$ cat config.mk
export PLATFORM = sky130hd
export DESIGN_NAME = three_level_ratio_scheduler_top
export DESIGN_NICKNAME = d
export VERILOG_FILES = /design/src/hdl/tlrs_pkg.sv /design/src/hdl/three_level_ratio_scheduler_top.sv /design/src/hdl/tlrs_ram.sv /design/src/hdl/tlrs_queue.sv /design/src/hdl/tlrs_arbiter.sv
export SDC_FILE = /design/constraint.sdc
export NUM_CORES = 2
export LEC_CHECK = 0
export BUFFER_PORTS_ARGS = -buffer_cell sky130_fd_sc_hd__buf_2
export CORE_UTILIZATION = 50
export DETAILED_ROUTE_END_ITERATION = 8
export GPL_TIMING_DRIVEN = 1
export PLACE_DENSITY = 0.73
export SYNTH_ARGS = -nofsm -noshare
export SYNTH_HDL_FRONTEND = slang
export SYNTH_SLANG_ARGS = --single-unit
$ cat constraint.sdc
create_clock -name i_clk -period 5.74 [get_ports i_clk]
set_input_delay 1.148 -clock i_clk [delete_from_list [all_inputs] [get_ports i_clk]]
set_output_delay 1.148 -clock i_clk [all_outputs]
set_load 0.05 [all_outputs]
$ cat src/hdl/tlrs_pkg.sv
`timescale 1ns / 1ps
`default_nettype none

package tlrs_pkg;

    localparam int QUEUE_DEPTH = 64;
    localparam int ID_WIDTH    = 16;

    localparam int TASK_ID_W = 16;
    localparam int PRIO_W    = 2;
    localparam int STATUS_W  = 2;
    localparam int TOTAL_W   = 8;
    localparam int RATIO_W   = 8;
    localparam int CFG_IDX_W = 1;

    localparam int NUM_LVL = 3;
    localparam int LVL_W   = 2;

    localparam logic [LVL_W-1:0] LVL_LOW  = 2'd0;
    localparam logic [LVL_W-1:0] LVL_MID  = 2'd1;
    localparam logic [LVL_W-1:0] LVL_HIGH = 2'd2;

    localparam logic OP_ENQ = 1'b0;
    localparam logic OP_DEQ = 1'b1;

    localparam logic [PRIO_W-1:0] PRI_LOW  = 2'd0;
    localparam logic [PRIO_W-1:0] PRI_MID  = 2'd1;
    localparam logic [PRIO_W-1:0] PRI_HIGH = 2'd2;

    localparam logic [STATUS_W-1:0] ST_OK       = 2'd0;
    localparam logic [STATUS_W-1:0] ST_EMPTY    = 2'd1;
    localparam logic [STATUS_W-1:0] ST_OVERFLOW = 2'd2;

    localparam logic [CFG_IDX_W-1:0] CFG_HI_MID  = 1'd0;
    localparam logic [CFG_IDX_W-1:0] CFG_MID_LOW = 1'd1;

    localparam logic [RATIO_W-1:0] RATIO_RESET = 8'd10;
    localparam logic [TOTAL_W-1:0] TOTAL_MAX   = 8'd255;

    typedef struct packed {
        logic empty;
        logic full;
        logic last;
    } t_q_status;

    typedef struct packed {
        logic [NUM_LVL-1:0]  push;
        logic [NUM_LVL-1:0]  pop;
        logic [STATUS_W-1:0] status;
    } t_sched_ctl;

endpackage

`default_nettype wire

$ cat src/hdl/three_level_ratio_scheduler_top.sv
`timescale 1ns / 1ps
`default_nettype none

// Three-level task scheduler. Each beat on the input channel either enqueues a task ID
// into the high, mid or low queue or dequeues the next task under the two turn ratios,
// and produces exactly one result beat. A new beat is taken every cycle while the output
// is not stalled. Each beat is first held in the input register; the scheduling decision
// is then registered together with the registered read of the queue memory that holds
// the picked ID. The ratio registers may be written only while no beat is in flight.

module three_level_ratio_scheduler_top #(
    parameter int QUEUE_DEPTH = tlrs_pkg::QUEUE_DEPTH,
    parameter int ID_WIDTH    = tlrs_pkg::ID_WIDTH
) (
    input  wire logic                               i_clk,
    input  wire logic                               i_rst_n,
    input  wire logic                               i_cfg_we,
    input  wire logic [tlrs_pkg::CFG_IDX_W-1:0]     i_cfg_idx,
    input  wire logic [tlrs_pkg::RATIO_W-1:0]       i_cfg_data,
    input  wire logic                               i_in_valid,
    output logic                                    o_in_ready,
    input  wire logic                               i_opcode,
    input  wire logic [tlrs_pkg::TASK_ID_W-1:0]     i_task_id,
    input  wire logic [tlrs_pkg::PRIO_W-1:0]        i_priority_req,
    output logic                                    o_out_valid,
    input  wire logic                               i_out_ready,
    output logic      [tlrs_pkg::TASK_ID_W-1:0]     o_picked_id,
    output logic      [tlrs_pkg::STATUS_W-1:0]      o_status,
    output logic      [tlrs_pkg::TOTAL_W-1:0]       o_queued_total,
    output logic                                    o_all_empty
);

    localparam int CW = $clog2(QUEUE_DEPTH + 1);
    localparam int TW = CW + 2;

    logic [tlrs_pkg::RATIO_W-1:0] r_hi_mid_ratio;
    logic [tlrs_pkg::RATIO_W-1:0] r_mid_low_ratio;

    logic                           r_in_valid;
    logic                           r_opcode;
    logic [tlrs_pkg::TASK_ID_W-1:0] r_task_id;
    logic [tlrs_pkg::PRIO_W-1:0]    r_prio;

    logic                          r_out_valid;
    logic                          r_out_pop;
    logic [tlrs_pkg::LVL_W-1:0]    r_out_lvl;
    logic [tlrs_pkg::STATUS_W-1:0] r_out_status;
    logic [tlrs_pkg::TOTAL_W-1:0]  r_out_total;
    logic                          r_out_all_empty;

    logic                       advance;
    logic                       fire;
    tlrs_pkg::t_sched_ctl       ctl;
    tlrs_pkg::t_q_status [tlrs_pkg::NUM_LVL-1:0] q_st;
    logic [CW-1:0]              q_count [tlrs_pkg::NUM_LVL];
    logic [ID_WIDTH-1:0]        q_data  [tlrs_pkg::NUM_LVL];
    logic [ID_WIDTH-1:0]        store_id;
    logic [TW-1:0]              n_total;
    logic [tlrs_pkg::LVL_W-1:0] n_lvl;
    logic [tlrs_pkg::TOTAL_W-1:0] n_total_sat;

    assign advance    = !r_out_valid || i_out_ready;
    assign fire       = r_in_valid && advance;
    assign o_in_ready = !r_in_valid || advance;
    assign store_id   = ID_WIDTH'(r_task_id);

    always_ff @(posedge i_clk) begin
        if (!i_rst_n) begin
            r_hi_mid_ratio  <= tlrs_pkg::RATIO_RESET;
            r_mid_low_ratio <= tlrs_pkg::RATIO_RESET;
        end else if (i_cfg_we) begin
            case (i_cfg_idx)
                tlrs_pkg::CFG_HI_MID:  r_hi_mid_ratio  <= i_cfg_data;
                tlrs_pkg::CFG_MID_LOW: r_mid_low_ratio <= i_cfg_data;
                default: ;
            endcase
        end
    end

    always_ff @(posedge i_clk) begin
        if (!i_rst_n) begin
            r_in_valid <= 1'b0;
        end else if (o_in_ready) begin
            r_in_valid <= i_in_valid;
        end
    end

    always_ff @(posedge i_clk) begin
        if (o_in_ready && i_in_valid) begin
            r_opcode  <= i_opcode;
            r_task_id <= i_task_id;
            r_prio    <= i_priority_req;
        end
    end

    tlrs_arbiter u_arbiter (
        .i_clk           (i_clk),
        .i_rst_n         (i_rst_n),
        .i_fire          (fire),
        .i_opcode        (r_opcode),
        .i_prio          (r_prio),
        .i_qs            (q_st),
        .i_hi_mid_ratio  (r_hi_mid_ratio),
        .i_mid_low_ratio (r_mid_low_ratio),
        .o_ctl           (ctl)
    );

    for (genvar g = 0; g < tlrs_pkg::NUM_LVL; g++) begin : g_queue
        tlrs_queue #(
            .DEPTH (QUEUE_DEPTH),
            .WIDTH (ID_WIDTH)
        ) u_queue (
            .i_clk    (i_clk),
            .i_rst_n  (i_rst_n),
            .i_push   (fire && ctl.push[g]),
            .i_pop    (fire && ctl.pop[g]),
            .i_data   (store_id),
            .o_q      (q_data[g]),
            .o_status (q_st[g]),
            .o_count  (q_count[g])
        );
    end

    always_comb begin
        n_total = TW'(q_count[tlrs_pkg::LVL_HIGH]) + TW'(q_count[tlrs_pkg::LVL_MID])
                  + TW'(q_count[tlrs_pkg::LVL_LOW]) + TW'(|ctl.push) - TW'(|ctl.pop);
        n_total_sat = (n_total > TW'(tlrs_pkg::TOTAL_MAX)) ? tlrs_pkg::TOTAL_MAX
                                                          : tlrs_pkg::TOTAL_W'(n_total);
        if (ctl.pop[tlrs_pkg::LVL_HIGH]) begin
            n_lvl = tlrs_pkg::LVL_HIGH;
        end else if (ctl.pop[tlrs_pkg::LVL_MID]) begin
            n_lvl = tlrs_pkg::LVL_MID;
        end else begin
            n_lvl = tlrs_pkg::LVL_LOW;
        end
    end

    always_ff @(posedge i_clk) begin
        if (!i_rst_n) begin
            r_out_valid <= 1'b0;
        end else if (advance) begin
            r_out_valid <= r_in_valid;
        end
    end

    always_ff @(posedge i_clk) begin
        if (fire) begin
            r_out_pop       <= |ctl.pop;
            r_out_lvl       <= n_lvl;
            r_out_status    <= ctl.status;
            r_out_total     <= n_total_sat;
            r_out_all_empty <= (n_total == '0);
        end
    end

    always_comb begin
        o_picked_id = '0;
        if (r_out_pop) begin
            case (r_out_lvl)
                tlrs_pkg::LVL_HIGH: o_picked_id = tlrs_pkg::TASK_ID_W'(q_data[tlrs_pkg::LVL_HIGH]);
                tlrs_pkg::LVL_MID:  o_picked_id = tlrs_pkg::TASK_ID_W'(q_data[tlrs_pkg::LVL_MID]);
                default:            o_picked_id = tlrs_pkg::TASK_ID_W'(q_data[tlrs_pkg::LVL_LOW]);
            endcase
        end
    end

    assign o_out_valid    = r_out_valid;
    assign o_status       = r_out_status;
    assign o_queued_total = r_out_total;
    assign o_all_empty    = r_out_all_empty;

`ifndef SYNTHESIS
    a_one_queue_op: assert property (@(posedge i_clk) disable iff (!i_rst_n)
        fire |-> $onehot0({ctl.push, ctl.pop}))
        else $error("More than one queue operation in a single beat.");

    a_empty_flag: assert property (@(posedge i_clk) disable iff (!i_rst_n)
        o_out_valid |-> (o_all_empty == (o_queued_total == '0)))
        else $error("All-empty flag disagrees with the queued total.");

    a_status_pick: assert property (@(posedge i_clk) disable iff (!i_rst_n)
        (fire && ctl.status != tlrs_pkg::ST_OK) |-> (ctl.pop == '0 && ctl.push == '0))
        else $error("Queue changed on a beat that reported an error status.");
`endif

endmodule

`default_nettype wire

$ cat src/hdl/tlrs_ram.sv
`timescale 1ns / 1ps
`default_nettype none

module tlrs_ram #(
    parameter int WIDTH = 16,
    parameter int DEPTH = 64
) (
    input  wire logic                     i_clk,
    input  wire logic                     i_we,
    input  wire logic [$clog2(DEPTH)-1:0] i_waddr,
    input  wire logic [WIDTH-1:0]         i_wdata,
    input  wire logic                     i_re,
    input  wire logic [$clog2(DEPTH)-1:0] i_raddr,
    output logic      [WIDTH-1:0]         o_rdata
);

    logic [WIDTH-1:0] r_mem [DEPTH];
    logic [WIDTH-1:0] r_rdata;

    always_ff @(posedge i_clk) begin
        if (i_we) begin
            r_mem[i_waddr] <= i_wdata;
        end
        if (i_re) begin
            r_rdata <= r_mem[i_raddr];
        end
    end

    assign o_rdata = r_rdata;

endmodule

`default_nettype wire

$ cat src/hdl/tlrs_queue.sv
`timescale 1ns / 1ps
`default_nettype none

module tlrs_queue #(
    parameter int DEPTH = tlrs_pkg::QUEUE_DEPTH,
    parameter int WIDTH = tlrs_pkg::ID_WIDTH
) (
    input  wire logic                       i_clk,
    input  wire logic                       i_rst_n,
    input  wire logic                       i_push,
    input  wire logic                       i_pop,
    input  wire logic [WIDTH-1:0]           i_data,
    output logic      [WIDTH-1:0]           o_q,
    output tlrs_pkg::t_q_status             o_status,
    output logic      [$clog2(DEPTH+1)-1:0] o_count
);

    localparam int AW = $clog2(DEPTH);
    localparam int CW = $clog2(DEPTH + 1);

    logic [AW-1:0] r_head;
    logic [AW-1:0] r_tail;
    logic [CW-1:0] r_count;
    logic [AW-1:0] n_head;
    logic [AW-1:0] n_tail;
    logic [CW-1:0] n_count;

    always_comb begin
        n_head  = r_head;
        n_tail  = r_tail;
        n_count = r_count;
        if (i_push) begin
            n_tail = (r_tail == AW'(DEPTH - 1)) ? '0 : r_tail + 1'b1;
        end
        if (i_pop) begin
            n_head = (r_head == AW'(DEPTH - 1)) ? '0 : r_head + 1'b1;
        end
        if (i_push && !i_pop) begin
            n_count = r_count + 1'b1;
        end else if (i_pop && !i_push) begin
            n_count = r_count - 1'b1;
        end
    end

    always_ff @(posedge i_clk) begin
        if (!i_rst_n) begin
            r_head  <= '0;
            r_tail  <= '0;
            r_count <= '0;
        end else begin
            r_head  <= n_head;
            r_tail  <= n_tail;
            r_count <= n_count;
        end
    end

    tlrs_ram #(
        .WIDTH (WIDTH),
        .DEPTH (DEPTH)
    ) u_ram (
        .i_clk   (i_clk),
        .i_we    (i_push),
        .i_waddr (r_tail),
        .i_wdata (i_data),
        .i_re    (i_pop),
        .i_raddr (r_head),
        .o_rdata (o_q)
    );

    assign o_status.empty = (r_count == '0);
    assign o_status.full  = (r_count == CW'(DEPTH));
    assign o_status.last  = (r_count == CW'(1));
    assign o_count        = r_count;

endmodule

`default_nettype wire

$ cat src/hdl/tlrs_arbiter.sv
`timescale 1ns / 1ps
`default_nettype none

module tlrs_arbiter (
    input  wire logic                                 i_clk,
    input  wire logic                                 i_rst_n,
    input  wire logic                                 i_fire,
    input  wire logic                                 i_opcode,
    input  wire logic [tlrs_pkg::PRIO_W-1:0]          i_prio,
    input  wire tlrs_pkg::t_q_status [tlrs_pkg::NUM_LVL-1:0] i_qs,
    input  wire logic [tlrs_pkg::RATIO_W-1:0]         i_hi_mid_ratio,
    input  wire logic [tlrs_pkg::RATIO_W-1:0]         i_mid_low_ratio,
    output tlrs_pkg::t_sched_ctl                      o_ctl
);

    logic                         r_hi_idle;
    logic [tlrs_pkg::RATIO_W-1:0] r_hi_cnt;
    logic                         r_lo_idle;
    logic [tlrs_pkg::RATIO_W-1:0] r_lo_cnt;
    logic                         n_hi_idle;
    logic [tlrs_pkg::RATIO_W-1:0] n_hi_cnt;
    logic                         n_lo_idle;
    logic [tlrs_pkg::RATIO_W-1:0] n_lo_cnt;

    logic all_empty;
    logic take_high;
    logic take_low;

    assign all_empty = i_qs[tlrs_pkg::LVL_HIGH].empty && i_qs[tlrs_pkg::LVL_MID].empty
                       && i_qs[tlrs_pkg::LVL_LOW].empty;
    assign take_high = !r_hi_idle
                       && (r_hi_cnt != '0 || (r_lo_idle && i_qs[tlrs_pkg::LVL_MID].empty));
    assign take_low  = (!r_lo_idle && r_lo_cnt == '0) || i_qs[tlrs_pkg::LVL_MID].empty;

    always_comb begin
        o_ctl        = '0;
        o_ctl.status = tlrs_pkg::ST_OK;
        n_hi_idle    = r_hi_idle;
        n_hi_cnt     = r_hi_cnt;
        n_lo_idle    = r_lo_idle;
        n_lo_cnt     = r_lo_cnt;
        if (i_opcode == tlrs_pkg::OP_ENQ) begin
            if (i_prio == tlrs_pkg::PRI_MID) begin
                if (i_qs[tlrs_pkg::LVL_MID].full) begin
                    o_ctl.status = tlrs_pkg::ST_OVERFLOW;
                end else begin
                    o_ctl.push[tlrs_pkg::LVL_MID] = 1'b1;
                end
            end else if (i_prio == tlrs_pkg::PRI_HIGH) begin
                if (i_qs[tlrs_pkg::LVL_HIGH].full) begin
                    o_ctl.status = tlrs_pkg::ST_OVERFLOW;
                end else begin
                    o_ctl.push[tlrs_pkg::LVL_HIGH] = 1'b1;
                    if (r_hi_idle) begin
                        n_hi_idle = 1'b0;
                        n_hi_cnt  = i_hi_mid_ratio;
                    end
                end
            end else begin
                if (i_qs[tlrs_pkg::LVL_LOW].full) begin
                    o_ctl.status = tlrs_pkg::ST_OVERFLOW;
                end else begin
                    o_ctl.push[tlrs_pkg::LVL_LOW] = 1'b1;
                    if (r_lo_idle) begin
                        n_lo_idle = 1'b0;
                        n_lo_cnt  = i_mid_low_ratio;
                    end
                end
            end
        end else if (all_empty) begin
            o_ctl.status = tlrs_pkg::ST_EMPTY;
        end else if (take_high) begin
            o_ctl.pop[tlrs_pkg::LVL_HIGH] = !i_qs[tlrs_pkg::LVL_HIGH].empty;
            if (i_qs[tlrs_pkg::LVL_HIGH].empty || i_qs[tlrs_pkg::LVL_HIGH].last) begin
                n_hi_idle = 1'b1;
            end else if (r_hi_cnt == '0) begin
                n_hi_cnt = i_hi_mid_ratio;
            end else begin
                n_hi_cnt = r_hi_cnt - 1'b1;
            end
        end else begin
            // High gives up its turn; its budget reloads for the next round.
            if (!r_hi_idle) begin
                n_hi_cnt = i_hi_mid_ratio;
            end
            if (take_low) begin
                o_ctl.pop[tlrs_pkg::LVL_LOW] = !i_qs[tlrs_pkg::LVL_LOW].empty;
                if (i_qs[tlrs_pkg::LVL_LOW].empty || i_qs[tlrs_pkg::LVL_LOW].last) begin
                    n_lo_idle = 1'b1;
                end else begin
                    n_lo_idle = 1'b0;
                    n_lo_cnt  = i_mid_low_ratio;
                end
            end else begin
                o_ctl.pop[tlrs_pkg::LVL_MID] = 1'b1;
                if (!r_lo_idle && r_lo_cnt != '0) begin
                    n_lo_cnt = r_lo_cnt - 1'b1;
                end
            end
        end
    end

    always_ff @(posedge i_clk) begin
        if (!i_rst_n) begin
            r_hi_idle <= 1'b1;
            r_hi_cnt  <= '0;
            r_lo_idle <= 1'b1;
            r_lo_cnt  <= '0;
        end else if (i_fire) begin
            r_hi_idle <= n_hi_idle;
            r_hi_cnt  <= n_hi_cnt;
            r_lo_idle <= n_lo_idle;
            r_lo_cnt  <= n_lo_cnt;
        end
    end

endmodule

`default_nettype wire
==> results.py <==
metrics = {
    "synthesis": {
        "syn-instance-count": 6146,
        "synth_edf_count": 3153,
        "synth_compound_area_share_pct": 3.97,
        "synth.distinct_cells": 83,
        "muxShareOfSynthArea_pct": 14.3,
        "ys_seq_area_share_pct": 76.7,
        "synth_top_family_by_area": "multiplexers",
        "yosysMostFrequentCell": "edfxtp_1",
        "avgSynthCellArea_um2": 20.5,
        "synth_fa_ha_area_share_pct": 0.550,
        "ys_warn_count": 0,
        "synth-simple-area-share_pct": 2.96,
        "synth_top_area_share_pct": 75.2,
        "synth_ff_type": "edfxtp_1",
        "synth_nets": 6229,
        "synth_xor_area_share_pct": 0.271,
        "syn_area_um2": 126000,
        "async_flop_share_pct": 0,
        "synth_area_leaders": "edfxtp_1 75%, mux4_2 12%, mux2i_1 1.7%",
        "synthTopCellsByCount": "3153 x edfxtp_1, 694 x mux4_2, 309 x nor2_1",
        "yosys.area.top_type": "edfxtp_1",
        "synth-seq-cells": 3246,
    },
    "critical_path": {
        "required_ns": 6.39,
        "cp.arrival_ns": 5.62,
        "start_kind": "register",
        "cp_slowest_stage_delay_ns": 0.51,
        "path_class": "register to register",
        "path_max_fanout": 7,
        "cpMostUsedCell": "ha_1",
        "cp_slowest_cell": "or4b_4",
        "cp-end-kind": "register",
        "path_cells": "inv_1 -> ha_1 -> or4b_4 -> or2_4 -> nor2_1 -> o21ai_0 -> o22ai_1 -> ha_1 -> fa_1 -> inv_1 -> ha_1 -> fa_1 -> a211oi_1 -> o21a_1 -> o21bai_1 -> a21oi_1 -> xor2_1 -> nand2_1",
    },
    "cells_and_area": {
        "drive_gt1_share_pct": 23.9,
        "fin_nets": 6612,
        "area_growth_pct": 13.0,
        "fin_area_um2": 142000,
    },
    "timing": {
        "min_period_ns": 4.96,
        "max_slew_margin_pct": -3.26,
        "setup_viol": 0,
        "fin_worst_skew_ns": 0.0902,
        "max_slew.worst_pin.slew_ns": 1.54,
        "hold_viol": 0,
        "drv_slew": 36,
        "whs_ns": 0.433,
        "layout_setup_ws_ns": 0.775,
        "tns_ns": 0,
        "fmax_ghz": 0.201,
        "rsz0062_at_grt": "no",
        "fin_crit_sh_pct": 86.5,
    },
    "clocking": {
        "clk_pin_slew_ns": 0.06,
        "insertion_delay_ns": 0.98,
        "cts.repair.resized": 0,
        "htree_levels": 5,
        "clockRootBuffer": "clkbuf_16",
        "cts_buffer_depth": 4,
        "cts_sinks": 3246,
        "post_cts_buffers": 0,
        "cts_tree": "yes",
        "cts_hold_buf": 0,
        "cts_buffers": 332,
    },
    "power": {
        "power.density_nw_per_um2": 347,
        "power_w": 0.0493,
        "p_leak_nw": 43.7,
        "ir_drop_v": 0.000327,
    },
    "floorplan": {
        "die_area_um2": 254000,
        "die-height_um": 504,
        "start_util_pct": 50.5,
        "die_w_um": 504,
        "core_um2": 250000,
        "io_pins": 62,
        "fp-row-count": 183,
    },
    "placement": {
        "port-buffer-count": 61,
        "hpwl_um": 183000,
        "postPlaceCellArea_um2": 132000,
        "place_ws_ns": 0.790,
        "gp_congestion": 0.919,
    },
    "drt": {
        "viasPerCell": 6.34,
        "dr.pass1.iters": 6,
        "post_drt_wl_per_cell_um": 30.7,
        "drt_iter0_drc": 9017,
        "met1Wirelength_um": 116000,
        "wl_met2_um": 149000,
        "dr_wl_met3_um": 31200,
        "ant_nets": 0,
        "drc": 0,
        "wl_um": 311000,
        "via_count": 64100,
        "top_layer": "met5",
    },
    "global_routing": {
        "grt_pass1_wl_um": 450000,
        "grt-ovfl-total": 0,
        "grt_pass1_vias": 63800,
        "antenna_found_initial": 11,
        "grt_max_degree": 193,
        "track_usage_pct": 24.4,
    },
    "status": {
        "status": "finished, violations left",
        "violations": "capacitance limit, slew limit",
    },
    "hold_path": {
        "min_path_type": "input port to register",
    },
    "run": {
        "max-cap-violations": 1,
    },
}
[path summary, 6_finish.rpt]
path              depth (start not counted)                   from            endpoint  slack (ns)
setup / recovery                         18  u_arbiter.r_hi_cnt[0]   o_queued_total[3]        0.78
setup reg to reg                         18  u_arbiter.r_hi_cnt[0]   o_queued_total[3]        0.78
hold reg to reg                           2     r_mid_low_ratio[5]  r_mid_low_ratio[5]        0.47
hold / removal                            1          i_task_id[14]       r_task_id[14]        0.43
[report_power, final]
group / switching, W / internal [W]
logic: 0.00150 / 0.000758
clock network: 0.00869 / 0.0122
registers: 0.0000973 / 0.0261
[registers in the layout, summed over array words and instances, names as in the netlist, 8 cells and up]
signal	cells
g_queue.u_queue.o_count	21
g_queue.u_queue.r_head	18
g_queue.u_queue.r_tail	18
g_queue.u_queue.u_ram.o_rdata	48
g_queue.u_queue.u_ram.r_mem	3072
o_queued_total	8
r_hi_mid_ratio	8
r_mid_low_ratio	8
r_task_id	16
u_arbiter.r_hi_cnt	8
u_arbiter.r_lo_cnt	8
[kinds of logic (layout without fill, tap and decap cells)]
| logic type | count (synthesis) | in the layout |
|---|---|---|
| flip-flops | 3246 | 3246 |
| multiplexers | 925 | 925 |
| AND/OR/NAND/NOR | 780 | 780 |
| AO/OA/AOI/OAI | 702 | 702 |
| buffers and inverters | 404 | 1031 |
| adder cells (fa/ha/maj) | 50 | 50 |
| XOR/XNOR | 39 | 39 |
| other | 0 | 3 |
[per-layer routing]
metal / vias up / global-route usage, %
met5: - / 0
met2: 3659 / 38.5
met3: 663 / 5.30
met1: 33400 / 33.1
met4: 6 / 10.1
li1: 26400 / -
[per-stage QoR]
| stage | utilization (%) | instances |
|---|---|---|
| finish | 57.0 | 10100 |
| global route | 57.0 | 10100 |
| CTS | 57.0 | 10100 |
| detailed placement | 52.9 | 9525 |
| global placement | 52.9 | 9525 |
| floorplan | - | 6146 |
[cells in the final DEF, fill, tap and decap left out, types with 12 or more instances in the layout]
master,synthesis,final
edfxtp_1,3153,3153
mux4_2,694,694
clkbuf_16,0,337
buf_4,0,313
nor2_1,309,307
mux2i_1,220,220
nand2_1,159,159
a21oi_1,135,135
a22oi_1,105,105
o21ai_0,94,94
dfxtp_1,93,81
clkbuf_1,222,76
a221oi_1,65,65
o221ai_1,65,65
a22o_1,63,63
buf_2,58,61
clkinv_1,0,52
inv_1,50,49
nand3_1,47,47
clkinv_2,0,47
nor3_1,41,41
ha_1,41,41
a211oi_1,36,36
nor2b_1,39,33
and2_1,32,32
o22ai_1,31,31
bufinv_16,0,30
buf_12,0,29
xor2_1,24,24
nand2b_1,22,22
nand4_1,21,21
nand3b_1,21,21
a211o_1,18,18
a31oi_1,17,17
clkinvlp_4,0,17
nor4_1,17,16
xnor2_1,15,15
or3_1,12,12
a2111oi_0,12,12
[worst max-delay path, delay by kind of cell (launching register included)]
family	cells	cell delay (ns)
adder cells (fa/ha/maj)	5	1.67
AO/OA/AOI/OAI	6	1.08
AND/OR/NAND/NOR	4	1.04
XOR/XNOR	1	0.41
flip-flops	1	0.33
buffers and inverters	2	0.16
[cell type report]
| type | count | area [um2] |
|---|---|---|
| clock buffers | 419 | 8800 |
| flip-flops and latches | 3246 | 96600 |
| well taps | 3330 | 4170 |
| diodes | 3 | 7.51 |
| clock inverters | 159 | 1600 |
| multi-input cells | 2496 | 27800 |
| fillers | 17700 | 107000 |
| repair buffers | 403 | 3240 |
| inverters | 50 | 188 |
No activity file was read; power rests on OpenSTA's default activity.
